===== config.mk =====
export PLATFORM = sky130hd
export DESIGN_NAME = grid_luma_auto_exposure
export DESIGN_NICKNAME = d
export VERILOG_FILES = /design/src/rtl/glae_pkg.sv /design/src/rtl/grid_luma_auto_exposure.sv /design/src/rtl/glae_fifo.sv /design/src/rtl/glae_front.sv /design/src/rtl/glae_div.sv /design/src/rtl/glae_back.sv
export SDC_FILE = /design/constraint.sdc
export NUM_CORES = 2
export LEC_CHECK = 0
export BUFFER_PORTS_ARGS = -buffer_cell sky130_fd_sc_hd__clkbuf_2
export CORE_MARGIN = 5
export CORE_UTILIZATION = 29
export CTS_CLUSTER_SIZE = 16
export DETAILED_ROUTE_END_ITERATION = 8
export PLACE_DENSITY = 0.43
export SYNTH_ARGS = -nofsm -noshare
export SYNTH_HDL_FRONTEND = slang
export SYNTH_HIERARCHICAL = 1
export SYNTH_SLANG_ARGS = --single-unit
export TNS_END_PERCENT = 1

===== constraint.sdc =====
create_clock -name aclk -period 8.1 [get_ports aclk]
set_clock_uncertainty 0.15 [all_clocks]
set_input_delay 0.405 -clock aclk [delete_from_list [all_inputs] [get_ports aclk]]
set_output_delay 0.405 -clock aclk [all_outputs]
set_load 0.01 [all_outputs]

===== src/rtl/glae_pkg.sv =====
// ----------------------------------------------------------------------------
// glae_pkg
// Shared types and constants of the grid luma auto-exposure block.
// ----------------------------------------------------------------------------
`default_nettype none

package glae_pkg;

    localparam int SAMPLE_STEP_DEF = 50;

    localparam int PIX_W      = 8;
    localparam int SIZE_W     = 13;
    localparam int POS_W      = 12;
    localparam int SUM_W      = 21;
    localparam int CNT_W      = 14;
    localparam int LUMA_W     = 8;
    localparam int EXP_W      = 17;
    localparam int GAIN_W     = 18;
    localparam int THR_W      = 16;
    localparam int KIND_W     = 2;
    localparam int CFG_IDX_W  = 3;
    localparam int CFG_DATA_W = 18;
    localparam int QDEPTH     = 2;

    // serial divider: dividend is exposure shifted up by the Q16 point
    localparam int DIVD_W = EXP_W + 16;
    localparam int DIVS_W = GAIN_W;

    localparam logic [SIZE_W-1:0] FRAME_MAX = SIZE_W'(4096);

    // luma weights, Q16
    localparam logic [15:0] COEF_R = 16'd19595;
    localparam logic [15:0] COEF_G = 16'd38470;
    localparam logic [15:0] COEF_B = 16'd7471;

    localparam logic [EXP_W-1:0] EXP_MAX   = '1;
    localparam logic [EXP_W-1:0] EXP_RESET = EXP_W'(3200);

    typedef enum logic [CFG_IDX_W-1:0] {
        REG_BRIGHT_LOWER = 3'd0,
        REG_BRIGHT_UPPER = 3'd1,
        REG_GAIN_STEP    = 3'd2,
        REG_FRAME_WIDTH  = 3'd3,
        REG_FRAME_HEIGHT = 3'd4,
        REG_EXP_FLOOR    = 3'd5,
        REG_EXP_CEILING  = 3'd6
    } cfg_reg_t;

    typedef enum logic [KIND_W-1:0] {
        KIND_NONE    = 2'd0,
        KIND_RAISED  = 2'd1,
        KIND_LOWERED = 2'd2
    } adjust_kind_t;

    typedef struct packed {
        logic [SUM_W-1:0] luma_sum;
        logic [CNT_W-1:0] sample_total;
    } job_t;

    typedef struct packed {
        logic [LUMA_W-1:0] bright_lower;
        logic [LUMA_W-1:0] bright_upper;
        logic [GAIN_W-1:0] gain_step;
        logic [THR_W-1:0]  exp_floor;
        logic [THR_W-1:0]  exp_ceiling;
    } exp_cfg_t;

    typedef struct packed {
        logic full;
        logic almost_full;
        logic empty;
    } q_status_t;

endpackage

`default_nettype wire


===== src/rtl/grid_luma_auto_exposure.sv =====
// ----------------------------------------------------------------------------
// grid_luma_auto_exposure
// Grid-sampled average luma and multiplicative auto-exposure step.
// ----------------------------------------------------------------------------
// Takes one BGR pixel per clock in raster order; every SAMPLE_STEP-th row and
// column feeds a luma sum. On a frame's last pixel the sum and sample count go
// into a two-entry queue, and the back end works out the average and the new
// exposure with a shared bit-serial divider (one quotient bit per clock) and
// one 17x18 multiplier. Frame-end work runs the average division and a decide
// step, then a multiply when the exposure is raised or a second division when
// it is lowered, then the result step, which may wait on m_tready. The pixel
// input takes one beat per clock except when the queue cannot take another
// frame end (two frames queued, or one queued and another just closing), which
// only frames shorter than the back-end time or a stalled result channel can
// cause. One result beat per frame, valid the clock after the back end ends.
// ----------------------------------------------------------------------------
`default_nettype none

module grid_luma_auto_exposure
    import glae_pkg::*;
#(
    parameter int SAMPLE_STEP = SAMPLE_STEP_DEF
) (
    input  wire logic                  aclk,
    input  wire logic                  aresetn,

    input  wire logic                  s_tvalid,
    output logic                       s_tready,
    input  wire logic [23:0]           s_tdata,   // pixel_blue, pixel_green, pixel_red

    output logic                       m_tvalid,
    input  wire logic                  m_tready,
    output logic [31:0]                m_tdata,   // average_luma, new_exposure, zero pad
    output logic [KIND_W-1:0]          m_tuser,   // adjust_kind

    input  wire logic                  cfg_valid,
    output logic                       cfg_ready,
    input  wire logic [CFG_IDX_W-1:0]  cfg_index,
    input  wire logic [CFG_DATA_W-1:0] cfg_data
);

    logic [LUMA_W-1:0]  bright_lower_reg;
    logic [LUMA_W-1:0]  bright_upper_reg;
    logic [GAIN_W-1:0]  gain_step_reg;
    logic [SIZE_W-1:0]  frame_width_reg;
    logic [SIZE_W-1:0]  frame_height_reg;
    logic [THR_W-1:0]   exp_floor_reg;
    logic [THR_W-1:0]   exp_ceiling_reg;

    exp_cfg_t           exp_cfg;
    q_status_t          q_status;
    logic               push, pop;
    job_t               push_job, pop_job;
    logic [LUMA_W-1:0]  average_luma;
    logic [EXP_W-1:0]   new_exposure;
    logic               cfg_write;

    assign cfg_ready = 1'b1;
    assign cfg_write = cfg_valid && cfg_ready;

    always_ff @(posedge aclk) begin
        if (!aresetn) begin
            bright_lower_reg <= LUMA_W'(100);
            bright_upper_reg <= LUMA_W'(120);
            gain_step_reg    <= GAIN_W'(68813);
            frame_width_reg  <= SIZE_W'(1280);
            frame_height_reg <= SIZE_W'(1024);
            exp_floor_reg    <= THR_W'(200);
            exp_ceiling_reg  <= THR_W'(40000);
        end else if (cfg_write) begin
            case (cfg_reg_t'(cfg_index))
                REG_BRIGHT_LOWER: bright_lower_reg <= cfg_data[LUMA_W-1:0];
                REG_BRIGHT_UPPER: bright_upper_reg <= cfg_data[LUMA_W-1:0];
                REG_GAIN_STEP:    gain_step_reg    <= cfg_data[GAIN_W-1:0];
                REG_FRAME_WIDTH:  frame_width_reg  <= cfg_data[SIZE_W-1:0];
                REG_FRAME_HEIGHT: frame_height_reg <= cfg_data[SIZE_W-1:0];
                REG_EXP_FLOOR:    exp_floor_reg    <= cfg_data[THR_W-1:0];
                REG_EXP_CEILING:  exp_ceiling_reg  <= cfg_data[THR_W-1:0];
                default: begin
                end
            endcase
        end
    end

    assign exp_cfg.bright_lower = bright_lower_reg;
    assign exp_cfg.bright_upper = bright_upper_reg;
    assign exp_cfg.gain_step    = gain_step_reg;
    assign exp_cfg.exp_floor    = exp_floor_reg;
    assign exp_cfg.exp_ceiling  = exp_ceiling_reg;

    glae_front #(
        .SAMPLE_STEP (SAMPLE_STEP)
    ) u_front (
        .aclk         (aclk),
        .aresetn      (aresetn),
        .s_tvalid     (s_tvalid),
        .s_tready     (s_tready),
        .pixel_blue   (s_tdata[7:0]),
        .pixel_green  (s_tdata[15:8]),
        .pixel_red    (s_tdata[23:16]),
        .frame_width  (frame_width_reg),
        .frame_height (frame_height_reg),
        .q_status     (q_status),
        .push         (push),
        .push_job     (push_job)
    );

    glae_fifo u_fifo (
        .aclk     (aclk),
        .aresetn  (aresetn),
        .push     (push),
        .push_job (push_job),
        .pop      (pop),
        .pop_job  (pop_job),
        .status   (q_status)
    );

    glae_back u_back (
        .aclk         (aclk),
        .aresetn      (aresetn),
        .cfg          (exp_cfg),
        .q_status     (q_status),
        .pop_job      (pop_job),
        .pop          (pop),
        .m_tvalid     (m_tvalid),
        .m_tready     (m_tready),
        .average_luma (average_luma),
        .new_exposure (new_exposure),
        .adjust_kind  (m_tuser)
    );

    assign m_tdata = {7'd0, new_exposure, average_luma};

endmodule

`default_nettype wire


===== src/rtl/glae_fifo.sv =====
// ----------------------------------------------------------------------------
// glae_fifo
// Short queue of frame statistics between the pixel front end and the
// exposure back end.
// ----------------------------------------------------------------------------
`default_nettype none

module glae_fifo
    import glae_pkg::*;
(
    input  wire logic      aclk,
    input  wire logic      aresetn,
    input  wire logic      push,
    input  job_t           push_job,
    input  wire logic      pop,
    output job_t           pop_job,
    output q_status_t      status
);

    localparam int PTR_W = (QDEPTH > 1) ? $clog2(QDEPTH) : 1;
    localparam int CNT_QW = $clog2(QDEPTH + 1);

    job_t               mem_reg [QDEPTH];
    logic [PTR_W-1:0]   wr_ptr_reg, wr_ptr_next;
    logic [PTR_W-1:0]   rd_ptr_reg, rd_ptr_next;
    logic [CNT_QW-1:0]  count_reg, count_next;

    function automatic logic [PTR_W-1:0] ptr_inc(input logic [PTR_W-1:0] p);
        logic [PTR_W-1:0] r;
        if (p == PTR_W'(QDEPTH - 1)) begin
            r = '0;
        end else begin
            r = p + PTR_W'(1);
        end
        return r;
    endfunction

    always_comb begin
        wr_ptr_next = push ? ptr_inc(wr_ptr_reg) : wr_ptr_reg;
        rd_ptr_next = pop ? ptr_inc(rd_ptr_reg) : rd_ptr_reg;
        count_next  = count_reg;
        if (push && !pop) begin
            count_next = count_reg + CNT_QW'(1);
        end else if (pop && !push) begin
            count_next = count_reg - CNT_QW'(1);
        end
    end

    always_ff @(posedge aclk) begin
        if (!aresetn) begin
            wr_ptr_reg <= '0;
            rd_ptr_reg <= '0;
            count_reg  <= '0;
        end else begin
            wr_ptr_reg <= wr_ptr_next;
            rd_ptr_reg <= rd_ptr_next;
            count_reg  <= count_next;
        end
    end

    always_ff @(posedge aclk) begin
        if (push) begin
            mem_reg[wr_ptr_reg] <= push_job;
        end
    end

    assign pop_job            = mem_reg[rd_ptr_reg];
    assign status.full        = (count_reg == CNT_QW'(QDEPTH));
    assign status.almost_full = (count_reg >= CNT_QW'(QDEPTH - 1));
    assign status.empty       = (count_reg == '0);

endmodule

`default_nettype wire


===== src/rtl/glae_front.sv =====
// ----------------------------------------------------------------------------
// glae_front
// Pixel front end: raster counters, grid sampling, luma and accumulation.
// Hands the frame's sum and sample count to the queue on the last pixel.
// ----------------------------------------------------------------------------
`default_nettype none

module glae_front
    import glae_pkg::*;
#(
    parameter int SAMPLE_STEP = SAMPLE_STEP_DEF
) (
    input  wire logic              aclk,
    input  wire logic              aresetn,
    input  wire logic              s_tvalid,
    output logic                   s_tready,
    input  wire logic [PIX_W-1:0]  pixel_blue,
    input  wire logic [PIX_W-1:0]  pixel_green,
    input  wire logic [PIX_W-1:0]  pixel_red,
    input  wire logic [SIZE_W-1:0] frame_width,
    input  wire logic [SIZE_W-1:0] frame_height,
    input  q_status_t              q_status,
    output logic                   push,
    output job_t                   push_job
);

    localparam int STEP_W = (SAMPLE_STEP > 1) ? $clog2(SAMPLE_STEP) : 1;
    localparam logic [STEP_W-1:0] STEP_LAST = STEP_W'(SAMPLE_STEP - 1);

    logic                 accept;
    logic [SIZE_W-1:0]    width_eff, height_eff;
    logic                 row_end, frame_end, sample_here;

    logic [POS_W-1:0]     col_pos_reg, col_pos_next;
    logic [POS_W-1:0]     row_pos_reg, row_pos_next;
    logic [STEP_W-1:0]    col_mod_reg, col_mod_next;
    logic [STEP_W-1:0]    row_mod_reg, row_mod_next;

    // product stage
    logic                 st_valid_reg;
    logic                 st_sample_reg;
    logic                 st_last_reg;
    logic [23:0]          prod_r_reg, prod_g_reg, prod_b_reg;

    logic [23:0]          luma_full;
    logic [LUMA_W-1:0]    luma;
    logic [SUM_W:0]       sum_ext;
    logic [SUM_W-1:0]     sum_add;
    logic [CNT_W-1:0]     cnt_add;
    logic [SUM_W-1:0]     luma_sum_reg, luma_sum_next;
    logic [CNT_W-1:0]     sample_total_reg, sample_total_next;

    always_comb begin
        width_eff = frame_width;
        if (frame_width == '0) begin
            width_eff = SIZE_W'(1);
        end else if (frame_width > FRAME_MAX) begin
            width_eff = FRAME_MAX;
        end
        height_eff = frame_height;
        if (frame_height == '0) begin
            height_eff = SIZE_W'(1);
        end else if (frame_height > FRAME_MAX) begin
            height_eff = FRAME_MAX;
        end
    end

    // room for a pending frame end plus this beat's possible frame end
    assign s_tready = !q_status.full && !(q_status.almost_full && st_valid_reg && st_last_reg);
    assign accept   = s_tvalid && s_tready;

    assign row_end     = (({1'b0, col_pos_reg} + SIZE_W'(1)) >= width_eff);
    assign frame_end   = row_end && (({1'b0, row_pos_reg} + SIZE_W'(1)) >= height_eff);
    assign sample_here = (col_mod_reg == '0) && (row_mod_reg == '0);

    always_comb begin
        col_pos_next = col_pos_reg;
        row_pos_next = row_pos_reg;
        col_mod_next = col_mod_reg;
        row_mod_next = row_mod_reg;
        if (accept) begin
            if (!row_end) begin
                col_pos_next = col_pos_reg + POS_W'(1);
                col_mod_next = (col_mod_reg == STEP_LAST) ? '0 : col_mod_reg + STEP_W'(1);
            end else begin
                col_pos_next = '0;
                col_mod_next = '0;
                if (!frame_end) begin
                    row_pos_next = row_pos_reg + POS_W'(1);
                    row_mod_next = (row_mod_reg == STEP_LAST) ? '0 : row_mod_reg + STEP_W'(1);
                end else begin
                    row_pos_next = '0;
                    row_mod_next = '0;
                end
            end
        end
    end

    assign luma_full = prod_r_reg + prod_g_reg + prod_b_reg;
    assign luma      = luma_full[23:16];
    assign sum_ext   = {1'b0, luma_sum_reg} + (SUM_W + 1)'(luma);

    always_comb begin
        sum_add = luma_sum_reg;
        cnt_add = sample_total_reg;
        if (st_sample_reg) begin
            sum_add = sum_ext[SUM_W] ? '1 : sum_ext[SUM_W-1:0];
            if (sample_total_reg != '1) begin
                cnt_add = sample_total_reg + CNT_W'(1);
            end
        end
        luma_sum_next     = luma_sum_reg;
        sample_total_next = sample_total_reg;
        if (st_valid_reg) begin
            if (st_last_reg) begin
                luma_sum_next     = '0;
                sample_total_next = '0;
            end else begin
                luma_sum_next     = sum_add;
                sample_total_next = cnt_add;
            end
        end
    end

    assign push                  = st_valid_reg && st_last_reg;
    assign push_job.luma_sum     = sum_add;
    assign push_job.sample_total = cnt_add;

    always_ff @(posedge aclk) begin
        if (!aresetn) begin
            col_pos_reg      <= '0;
            row_pos_reg      <= '0;
            col_mod_reg      <= '0;
            row_mod_reg      <= '0;
            st_valid_reg     <= 1'b0;
            st_sample_reg    <= 1'b0;
            st_last_reg      <= 1'b0;
            luma_sum_reg     <= '0;
            sample_total_reg <= '0;
        end else begin
            col_pos_reg      <= col_pos_next;
            row_pos_reg      <= row_pos_next;
            col_mod_reg      <= col_mod_next;
            row_mod_reg      <= row_mod_next;
            st_valid_reg     <= accept;
            st_sample_reg    <= accept && sample_here;
            st_last_reg      <= accept && frame_end;
            luma_sum_reg     <= luma_sum_next;
            sample_total_reg <= sample_total_next;
        end
    end

    always_ff @(posedge aclk) begin
        if (accept) begin
            prod_r_reg <= 24'(pixel_red) * 24'(COEF_R);
            prod_g_reg <= 24'(pixel_green) * 24'(COEF_G);
            prod_b_reg <= 24'(pixel_blue) * 24'(COEF_B);
        end
    end

endmodule

`default_nettype wire


===== src/rtl/glae_div.sv =====
// ----------------------------------------------------------------------------
// glae_div
// Restoring divider, one quotient bit per clock. Shared by the frame average
// and the exposure step-down.
// ----------------------------------------------------------------------------
`default_nettype none

module glae_div
    import glae_pkg::*;
(
    input  wire logic              aclk,
    input  wire logic              aresetn,
    input  wire logic              start,
    input  wire logic [DIVD_W-1:0] dividend,
    input  wire logic [DIVS_W-1:0] divisor,
    output logic                   done,
    output logic [DIVD_W-1:0]      quotient
);

    localparam int ITER_W = $clog2(DIVD_W + 1);

    logic                busy_reg, busy_next;
    logic                done_reg, done_next;
    logic [ITER_W-1:0]   iter_reg, iter_next;
    logic [DIVD_W-1:0]   quo_reg, quo_next;
    logic [DIVS_W-1:0]   rem_reg, rem_next;
    logic [DIVS_W-1:0]   dvs_reg, dvs_next;
    logic [DIVS_W:0]     rem_shift;
    logic [DIVS_W:0]     rem_sub;
    logic                fits;

    assign rem_shift = {rem_reg, quo_reg[DIVD_W-1]};
    assign fits      = rem_shift >= {1'b0, dvs_reg};
    assign rem_sub   = rem_shift - {1'b0, dvs_reg};

    always_comb begin
        busy_next = busy_reg;
        done_next = 1'b0;
        iter_next = iter_reg;
        quo_next  = quo_reg;
        rem_next  = rem_reg;
        dvs_next  = dvs_reg;
        if (start) begin
            busy_next = 1'b1;
            iter_next = ITER_W'(DIVD_W);
            quo_next  = dividend;
            rem_next  = '0;
            dvs_next  = divisor;
        end else if (busy_reg) begin
            quo_next  = {quo_reg[DIVD_W-2:0], fits};
            rem_next  = fits ? rem_sub[DIVS_W-1:0] : rem_shift[DIVS_W-1:0];
            iter_next = iter_reg - ITER_W'(1);
            if (iter_reg == ITER_W'(1)) begin
                busy_next = 1'b0;
                done_next = 1'b1;
            end
        end
    end

    always_ff @(posedge aclk) begin
        if (!aresetn) begin
            busy_reg <= 1'b0;
            done_reg <= 1'b0;
            iter_reg <= '0;
        end else begin
            busy_reg <= busy_next;
            done_reg <= done_next;
            iter_reg <= iter_next;
        end
        quo_reg <= quo_next;
        rem_reg <= rem_next;
        dvs_reg <= dvs_next;
    end

    assign done     = done_reg;
    assign quotient = quo_reg;

endmodule

`default_nettype wire


===== src/rtl/glae_back.sv =====
// ----------------------------------------------------------------------------
// glae_back
// Exposure back end: frame average, exposure step up or down, result
// register. Holds the running exposure value.
// ----------------------------------------------------------------------------
`default_nettype none

module glae_back
    import glae_pkg::*;
(
    input  wire logic             aclk,
    input  wire logic             aresetn,
    input  exp_cfg_t              cfg,
    input  q_status_t             q_status,
    input  job_t                  pop_job,
    output logic                  pop,
    output logic                  m_tvalid,
    input  wire logic             m_tready,
    output logic [LUMA_W-1:0]     average_luma,
    output logic [EXP_W-1:0]      new_exposure,
    output logic [KIND_W-1:0]     adjust_kind
);

    typedef enum logic [2:0] {
        ST_IDLE,
        ST_AVG,
        ST_DECIDE,
        ST_MUL,
        ST_EXP,
        ST_OUT
    } state_t;

    localparam int PROD_W = EXP_W + GAIN_W;

    state_t               state_reg, state_next;
    logic [EXP_W-1:0]     exposure_reg, exposure_next;
    logic [CNT_W-1:0]     count_reg, count_next;
    logic [LUMA_W-1:0]    avg_reg, avg_next;
    logic [EXP_W-1:0]     res_exp_reg, res_exp_next;
    adjust_kind_t         res_kind_reg, res_kind_next;
    logic [PROD_W-1:0]    prod_reg, prod_next;
    logic                 m_valid_reg, m_valid_next;
    logic [LUMA_W-1:0]    m_avg_reg, m_avg_next;
    logic [EXP_W-1:0]     m_exp_reg, m_exp_next;
    logic [KIND_W-1:0]    m_kind_reg, m_kind_next;

    logic                 div_start;
    logic [DIVD_W-1:0]    div_dividend;
    logic [DIVS_W-1:0]    div_divisor;
    logic                 div_done;
    logic [DIVD_W-1:0]    div_quotient;
    logic                 in_window;
    logic                 out_free;

    glae_div u_div (
        .aclk     (aclk),
        .aresetn  (aresetn),
        .start    (div_start),
        .dividend (div_dividend),
        .divisor  (div_divisor),
        .done     (div_done),
        .quotient (div_quotient)
    );

    assign in_window = ({1'b0, cfg.exp_floor} < exposure_reg)
                    && (exposure_reg < {1'b0, cfg.exp_ceiling});
    assign out_free  = !m_valid_reg || m_tready;

    always_comb begin
        state_next    = state_reg;
        exposure_next = exposure_reg;
        count_next    = count_reg;
        avg_next      = avg_reg;
        res_exp_next  = res_exp_reg;
        res_kind_next = res_kind_reg;
        prod_next     = prod_reg;
        m_valid_next  = m_valid_reg && !m_tready;
        m_avg_next    = m_avg_reg;
        m_exp_next    = m_exp_reg;
        m_kind_next   = m_kind_reg;
        pop           = 1'b0;
        div_start     = 1'b0;
        div_dividend  = DIVD_W'(pop_job.luma_sum);
        div_divisor   = DIVS_W'(pop_job.sample_total);

        case (state_reg)
            ST_IDLE: begin
                if (!q_status.empty) begin
                    pop        = 1'b1;
                    div_start  = 1'b1;
                    count_next = pop_job.sample_total;
                    state_next = ST_AVG;
                end
            end
            ST_AVG: begin
                if (div_done) begin
                    if (count_reg == '0) begin
                        avg_next = '0;
                    end else if (div_quotient[DIVD_W-1:LUMA_W] != '0) begin
                        avg_next = '1;
                    end else begin
                        avg_next = div_quotient[LUMA_W-1:0];
                    end
                    state_next = ST_DECIDE;
                end
            end
            ST_DECIDE: begin
                res_exp_next  = exposure_reg;
                res_kind_next = KIND_NONE;
                state_next    = ST_OUT;
                if (in_window) begin
                    if (avg_reg < cfg.bright_lower) begin
                        prod_next  = PROD_W'(exposure_reg) * PROD_W'(cfg.gain_step);
                        state_next = ST_MUL;
                    end else if (avg_reg > cfg.bright_upper) begin
                        res_kind_next = KIND_LOWERED;
                        if (cfg.gain_step == '0) begin
                            res_exp_next = EXP_MAX;
                        end else begin
                            div_start    = 1'b1;
                            div_dividend = {exposure_reg, 16'h0000};
                            div_divisor  = cfg.gain_step;
                            state_next   = ST_EXP;
                        end
                    end
                end
            end
            ST_MUL: begin
                res_kind_next = KIND_RAISED;
                res_exp_next  = (prod_reg[PROD_W-1:EXP_W+16] != '0)
                              ? EXP_MAX : prod_reg[EXP_W+15:16];
                state_next    = ST_OUT;
            end
            ST_EXP: begin
                if (div_done) begin
                    res_exp_next = (div_quotient[DIVD_W-1:EXP_W] != '0)
                                 ? EXP_MAX : div_quotient[EXP_W-1:0];
                    state_next   = ST_OUT;
                end
            end
            ST_OUT: begin
                if (out_free) begin
                    m_valid_next  = 1'b1;
                    m_avg_next    = avg_reg;
                    m_exp_next    = res_exp_reg;
                    m_kind_next   = res_kind_reg;
                    exposure_next = res_exp_reg;
                    state_next    = ST_IDLE;
                end
            end
            default: begin
                state_next = ST_IDLE;
            end
        endcase
    end

    always_ff @(posedge aclk) begin
        if (!aresetn) begin
            state_reg    <= ST_IDLE;
            exposure_reg <= EXP_RESET;
            m_valid_reg  <= 1'b0;
        end else begin
            state_reg    <= state_next;
            exposure_reg <= exposure_next;
            m_valid_reg  <= m_valid_next;
        end
        count_reg    <= count_next;
        avg_reg      <= avg_next;
        res_exp_reg  <= res_exp_next;
        res_kind_reg <= res_kind_next;
        prod_reg     <= prod_next;
        m_avg_reg    <= m_avg_next;
        m_exp_reg    <= m_exp_next;
        m_kind_reg   <= m_kind_next;
    end

    assign m_tvalid     = m_valid_reg;
    assign average_luma = m_avg_reg;
    assign new_exposure = m_exp_reg;
    assign adjust_kind  = m_kind_reg;

endmodule

`default_nettype wire

Word level (Yosys, flattened, before mapping). Memories as Yosys holds them, arrays and structs flattened. A register that Yosys moved wholly into a read port is not among the register bits. Cells that the tools add are included. W data, S select, Z words.

Equal/unequal tests: 20. Add/sub/neg operators: 16. Reduce and logical (&&, ||, !) cells: 53. Mux-type cells: 74. Bitwise operators: 6. Order comparisons: 10. Multipliers: 4.

Operator list (number): $mux W33 (7); $mux W17 (7); $mux W14 (8); $mux W21 (3); $mux W13 (4); $pmux W17 S3 (1); $mul A8 B15 Y23 const B (2); $mux W6 (6); $mul A17 B18 Y35 (1); $add A12 B1 Y13 const B (2); $ge A13 B13 Y1 (2); $gt A13 B13 Y1 const B (2); $logic_not A13 Y1 (2); $reduce_bool A25 Y1 (1); $add A12 B1 Y12 const B (2); $add A23 B24 Y24 (1); $add A24 B21 Y24 (1); $mux W12 (2); $reduce_and A2 Y1 (12); $add A21 B8 Y22 (1); $mul A8 B13 Y21 const B (1); $mux W3 (7); $ge A19 B18 Y1 (1); $mux W1 (19); other kinds (44) (88).

Output and inout bits: 37. Register bits: 438. Memories kept: 1. RAM bits: 70. Word-level logic and storage cells: 225.

Memory list: u_fifo.mem_reg (words 2, bits a word 35, rd ports 1, clocked after memory_dff 1, wr ports 1, line glae_fifo.sv:23) `job_t mem_reg [QDEPTH];`.

Longest topological paths before layout.
Depth in word-level cells: 7. Mapped depth: 23.

Modules after synthesis. Netlist, hierarchy kept.

By module, submodules not included: glae_back (cells each 1683, times used 1, area each 15648.8 um^2, seq. area each 3032.9 um^2); glae_front (cells each 1471, times used 1, area each 13868.3 um^2, seq. area each 3493.4 um^2); glae_div (cells each 381, times used 1, area each 4166.5 um^2, seq. area each 2052.0 um^2); grid_luma_auto_exposure (cells each 350, times used 1, area each 3622.2 um^2, seq. area each 1841.8 um^2); glae_fifo (cells each 135, times used 1, area each 2932.8 um^2, seq. area each 2202.1 um^2).

Least setup slack after synthesis. OpenSTA, ideal clock, no wires.

Path type: register -> register. Start: reg gain_step_reg[5]. End: reg u_back.prod_reg[26], data pin. Required time: 7691 ps. Cell stages (with the launch flop): 22. Path buffers: 2. Path slack: 1885 ps. Library setup time: 259 ps. Arrival time: 5806 ps. Clock period less this slack: 6215 ps. Path through: dfxtp_1 -> clkbuf_1 -> clkbuf_1 -> nand2_1 -> fa_1 -> inv_1 -> fa_1 -> inv_1 -> fa_1 -> inv_1 -> fa_1 -> fa_1 -> inv_1 -> fa_1 -> inv_1 -> ha_1 -> a21o_1 -> or4_1 -> o22a_1 -> a21oi_1 -> o21ai_0 -> xnor2_1.

Longest elaborated chain between the ends: 1.

Ends and longest elaborated chain: from (decl) (line grid_luma_auto_exposure.sv:44) `logic [GAIN_W-1:0] gain_step_reg;`; from (signal assigned) (line grid_luma_auto_exposure.sv:74) `REG_GAIN_STEP: gain_step_reg <= cfg_data[GAIN_W-1:0];`; $mul A17 B18 Y35 (line glae_back.sv:113) `prod_next = PROD_W'(exposure_reg) * PROD_W'(cfg.gain_step);`; to (signal assigned) (line glae_back.sv:171) `prod_reg <= prod_next;`; to (decl) (line glae_back.sv:41) `logic [PROD_W-1:0] prod_reg, prod_next;`.

Every way passes these cells. A chain may end at the register's enable or synchronous reset.

Worst setup path after layout.
Start: reg gain_step_reg[13]. End: reg u_back.prod_reg[34], data pin.

Same word-level chain as after synthesis.

==> qor.yml <==
outcome: "completed"
power_uw: 10700
drc_errors: 0
cts_tree: "done"
vias: 28500
synth_top_family_by_area: "adder cells"
synth_compound_area_share_pct: 10.1
routed_wl_mm: 118
io_buffers: 78
grt_pass1_wl_mm: 184
start_util_pct: 29.2
synthXorXnorAreaFrac_pct: 2.68
core_area_mm2: 0.138
cts-resized-gates: 0
nFillCells: 14200
clk_path_buf_depth: 3
firstDrtPassIters: 5
antennaDiodeCount: 0
routedWlPerCell_um: 20.0
layout-drive-gt1-share_pct: 8.88
hold_class: "in2reg"
avgViaCountPerCell: 4.83
start_kind: "register"
numCtsBuffers: 61
path_max_fanout: 20
crit_type: "reg2reg"
synth_cells: 4020
die_height_um: 382
critPathCaptureType: "register"
synthMuxAreaShare_pct: 5.37
grt_pass1_vias: 29300
fp.dieW_um: 382
maxCapViolations: 0
largest_reg_flops: 70
p_per_area_mw_per_mm2: 240
synth_ff_type: "edfxtp_1"
ios: 87
synthToLayoutAreaGrowth_pct: 11.3
preCtsSetupSlack_ns: 1.19
synthAdderAreaFrac_pct: 29.1
setup_ws_ns: 1.11
grt_max_degree: 61
rsz0062_at_grt: "false"
maxSlewViolCount: 0
async_flop_share_pct: 0
ys_types: 106
synth_area_mm2: 0.0402
cp.required_ns: 8.38
report.final.setup_viol: 0
startpoint: "gain_step_reg[13]"
hold_viol_final: 0
ir_worst_vdd_mv: 0.202
synth-seq-area-share_pct: 31.4
yosysWarnings: 6
tightest_slew_ns: 1.19
grt_use_total_pct: 16.1
cts.sinks: 493
fin_hold_ws_ns: 0.0654
finalSetupTns_ns: 0
antenna_found_initial: 5
cts_root_buf: "clkbuf_16"
fin_crit_sh_pct: 86.3
synth-edff-count: 275
clock_latency_ns: 0.67
drtIter0Drc: 1790
clk_pin_slew_worst_paths_ns: 0.07
rows: 136
timing.fmax_mhz: 143
synth_area_per_cell_um2: 10.0
p_leak_uw: 0.0198
h-tree-depth: 2
dp_hpwl_mm: 89.8
arrival_ns: 7.26
ys_ff_latch: 493
reg2reg_from: "gain_step_reg[13]"
ant_nets: 0
worstHoldStart: "m_tready"
finalCriticalPeriod_ns: 6.99
nNetsFinal: 4852
place_congestion: 0.817
grt_overflow: 0
slew_headroom_pct: 20.5
dieArea_mm2: 0.146
synthSimpleGateAreaFrac_pct: 14.5
==> critical path, cell delays in order, from the launching register on <==
cell	delay, ns
dfxtp_1	1.11
nand2_1	0.19
fa_1	0.55
inv_1	0.05
fa_1	0.53
fa_1	0.44
fa_1	0.51
fa_1	0.54
inv_1	0.05
fa_1	0.54
inv_1	0.05
ha_1	0.43
a21o_1	0.23
a311oi_1	0.35
o31a_1	0.22
o211ai_1	0.09
a31oi_1	0.38
a21oi_1	0.15
xnor2_1	0.15
==> synth_stat cells (all sizes together), types with 67 or more instances <==
cell | number | share of area, %
ha | 422 | 13
mux2 | 92 | 3.0
a21oi | 148 | 1.9
nand2 | 495 | 4.6
o21ai | 125 | 1.6
inv | 509 | 4.7
nand3 | 67 | 0.85
edfxtp | 275 | 21
a21o | 71 | 1.3
fa | 321 | 16
mux2i | 97 | 2.4
dfxtp | 218 | 11
clkbuf | 124 | 1.2
nor2 | 122 | 1.1
and2 | 171 | 2.7
nor2b | 69 | 1.1
xnor2 | 87 | 1.9
==> routing by layer <==
metal	global-route usage (%)	vias to the layer above	routed length (µm)
li1	-	13700	-
met1	24.0	14100	59200
met2	25.2	527	52000
met3	2.21	95	5090
met4	2.74	0	1690
met5	0	-	0
==> power by group <==
| group | switching, µW | internal (µW) | total, µW | leakage, µW |
|---|---|---|---|---|
| clock network | 1200 | 1710 | 2910 | 0.00104 |
| registers | 296 | 3220 | 3520 | 0.00428 |
| logic | 2460 | 1860 | 4320 | 0.0145 |
| total | 3960 | 6790 | 10700 | 0.0198 |
==> what timing repair did <==
action	4_1_cts	5_1_grt
setup buffers	0	0
endpoints found under the hold margin	32	0
hold buffers	19	0
==> layout by cell type, fill, tap and decap left out, types with 52 or more instances in the layout <==
cell / netlist / final
inv_1: 505 / 504
nand2_1: 495 / 495
ha_1: 422 / 422
fa_1: 321 / 321
edfxtp_1: 275 / 275
dfxtp_1: 218 / 217
and2_1: 170 / 170
a21oi_1: 145 / 145
nor2_1: 121 / 120
mux2i_1: 97 / 97
xnor2_1: 87 / 87
clkbuf_2: 1 / 77
o21ai_0: 77 / 77
a21o_1: 71 / 71
nor2b_1: 69 / 68
nand3_1: 66 / 66
nand4_1: 64 / 64
clkbuf_16: 0 / 62
buf_4: 12 / 52
==> cell type report <==
cell class	count	area [µm²]	share of cell area [%]
Multi-Input combinational cell	2845	24900	55.6
Clock buffer	78	1700	3.80
Tap cell	1794	2240	5.01
Sequential cell	493	12600	28.2
Clock inverter	37	433	0.967
Inverter	509	1910	4.27
Timing Repair Buffer	149	977	2.18
==> worst paths after layout <==
check / endpoint / slack [ns] / depth (start not counted)
worst max register to register: u_back/prod_reg[34] / 1.11 / 18
worst min-delay path: u_back/m_tvalid / 0.07 / 3
worst max-delay path: u_back/prod_reg[34] / 1.11 / 18
worst min register to register: u_back/adjust_kind[0] / 0.29 / 0
==> cell families after synthesis <==
| logic type | after synthesis |
|---|---|
| flip-flops | 493 |
| AO/OA/AOI/OAI | 605 |
| buffers and inverters | 688 |
| multiplexers | 189 |
| adder cells (fa/ha/maj) | 743 |
| XOR/XNOR | 123 |
| other | 3 |
| AND/OR/NAND/NOR | 1176 |
==> per-stage QoR <==
stage / instance area, µm² / util (%) / std cells
finish: 44800 / 32.5 / 5905
global route: 44800 / 32.5 / 5905
CTS: 44800 / 32.5 / 5905
detailed placement: 42500 / 30.8 / 5771
global placement: 42500 / 30.8 / 5771
floorplan: 40300 / - / 4026
Note: power is estimated with default switching activity, not from simulation.
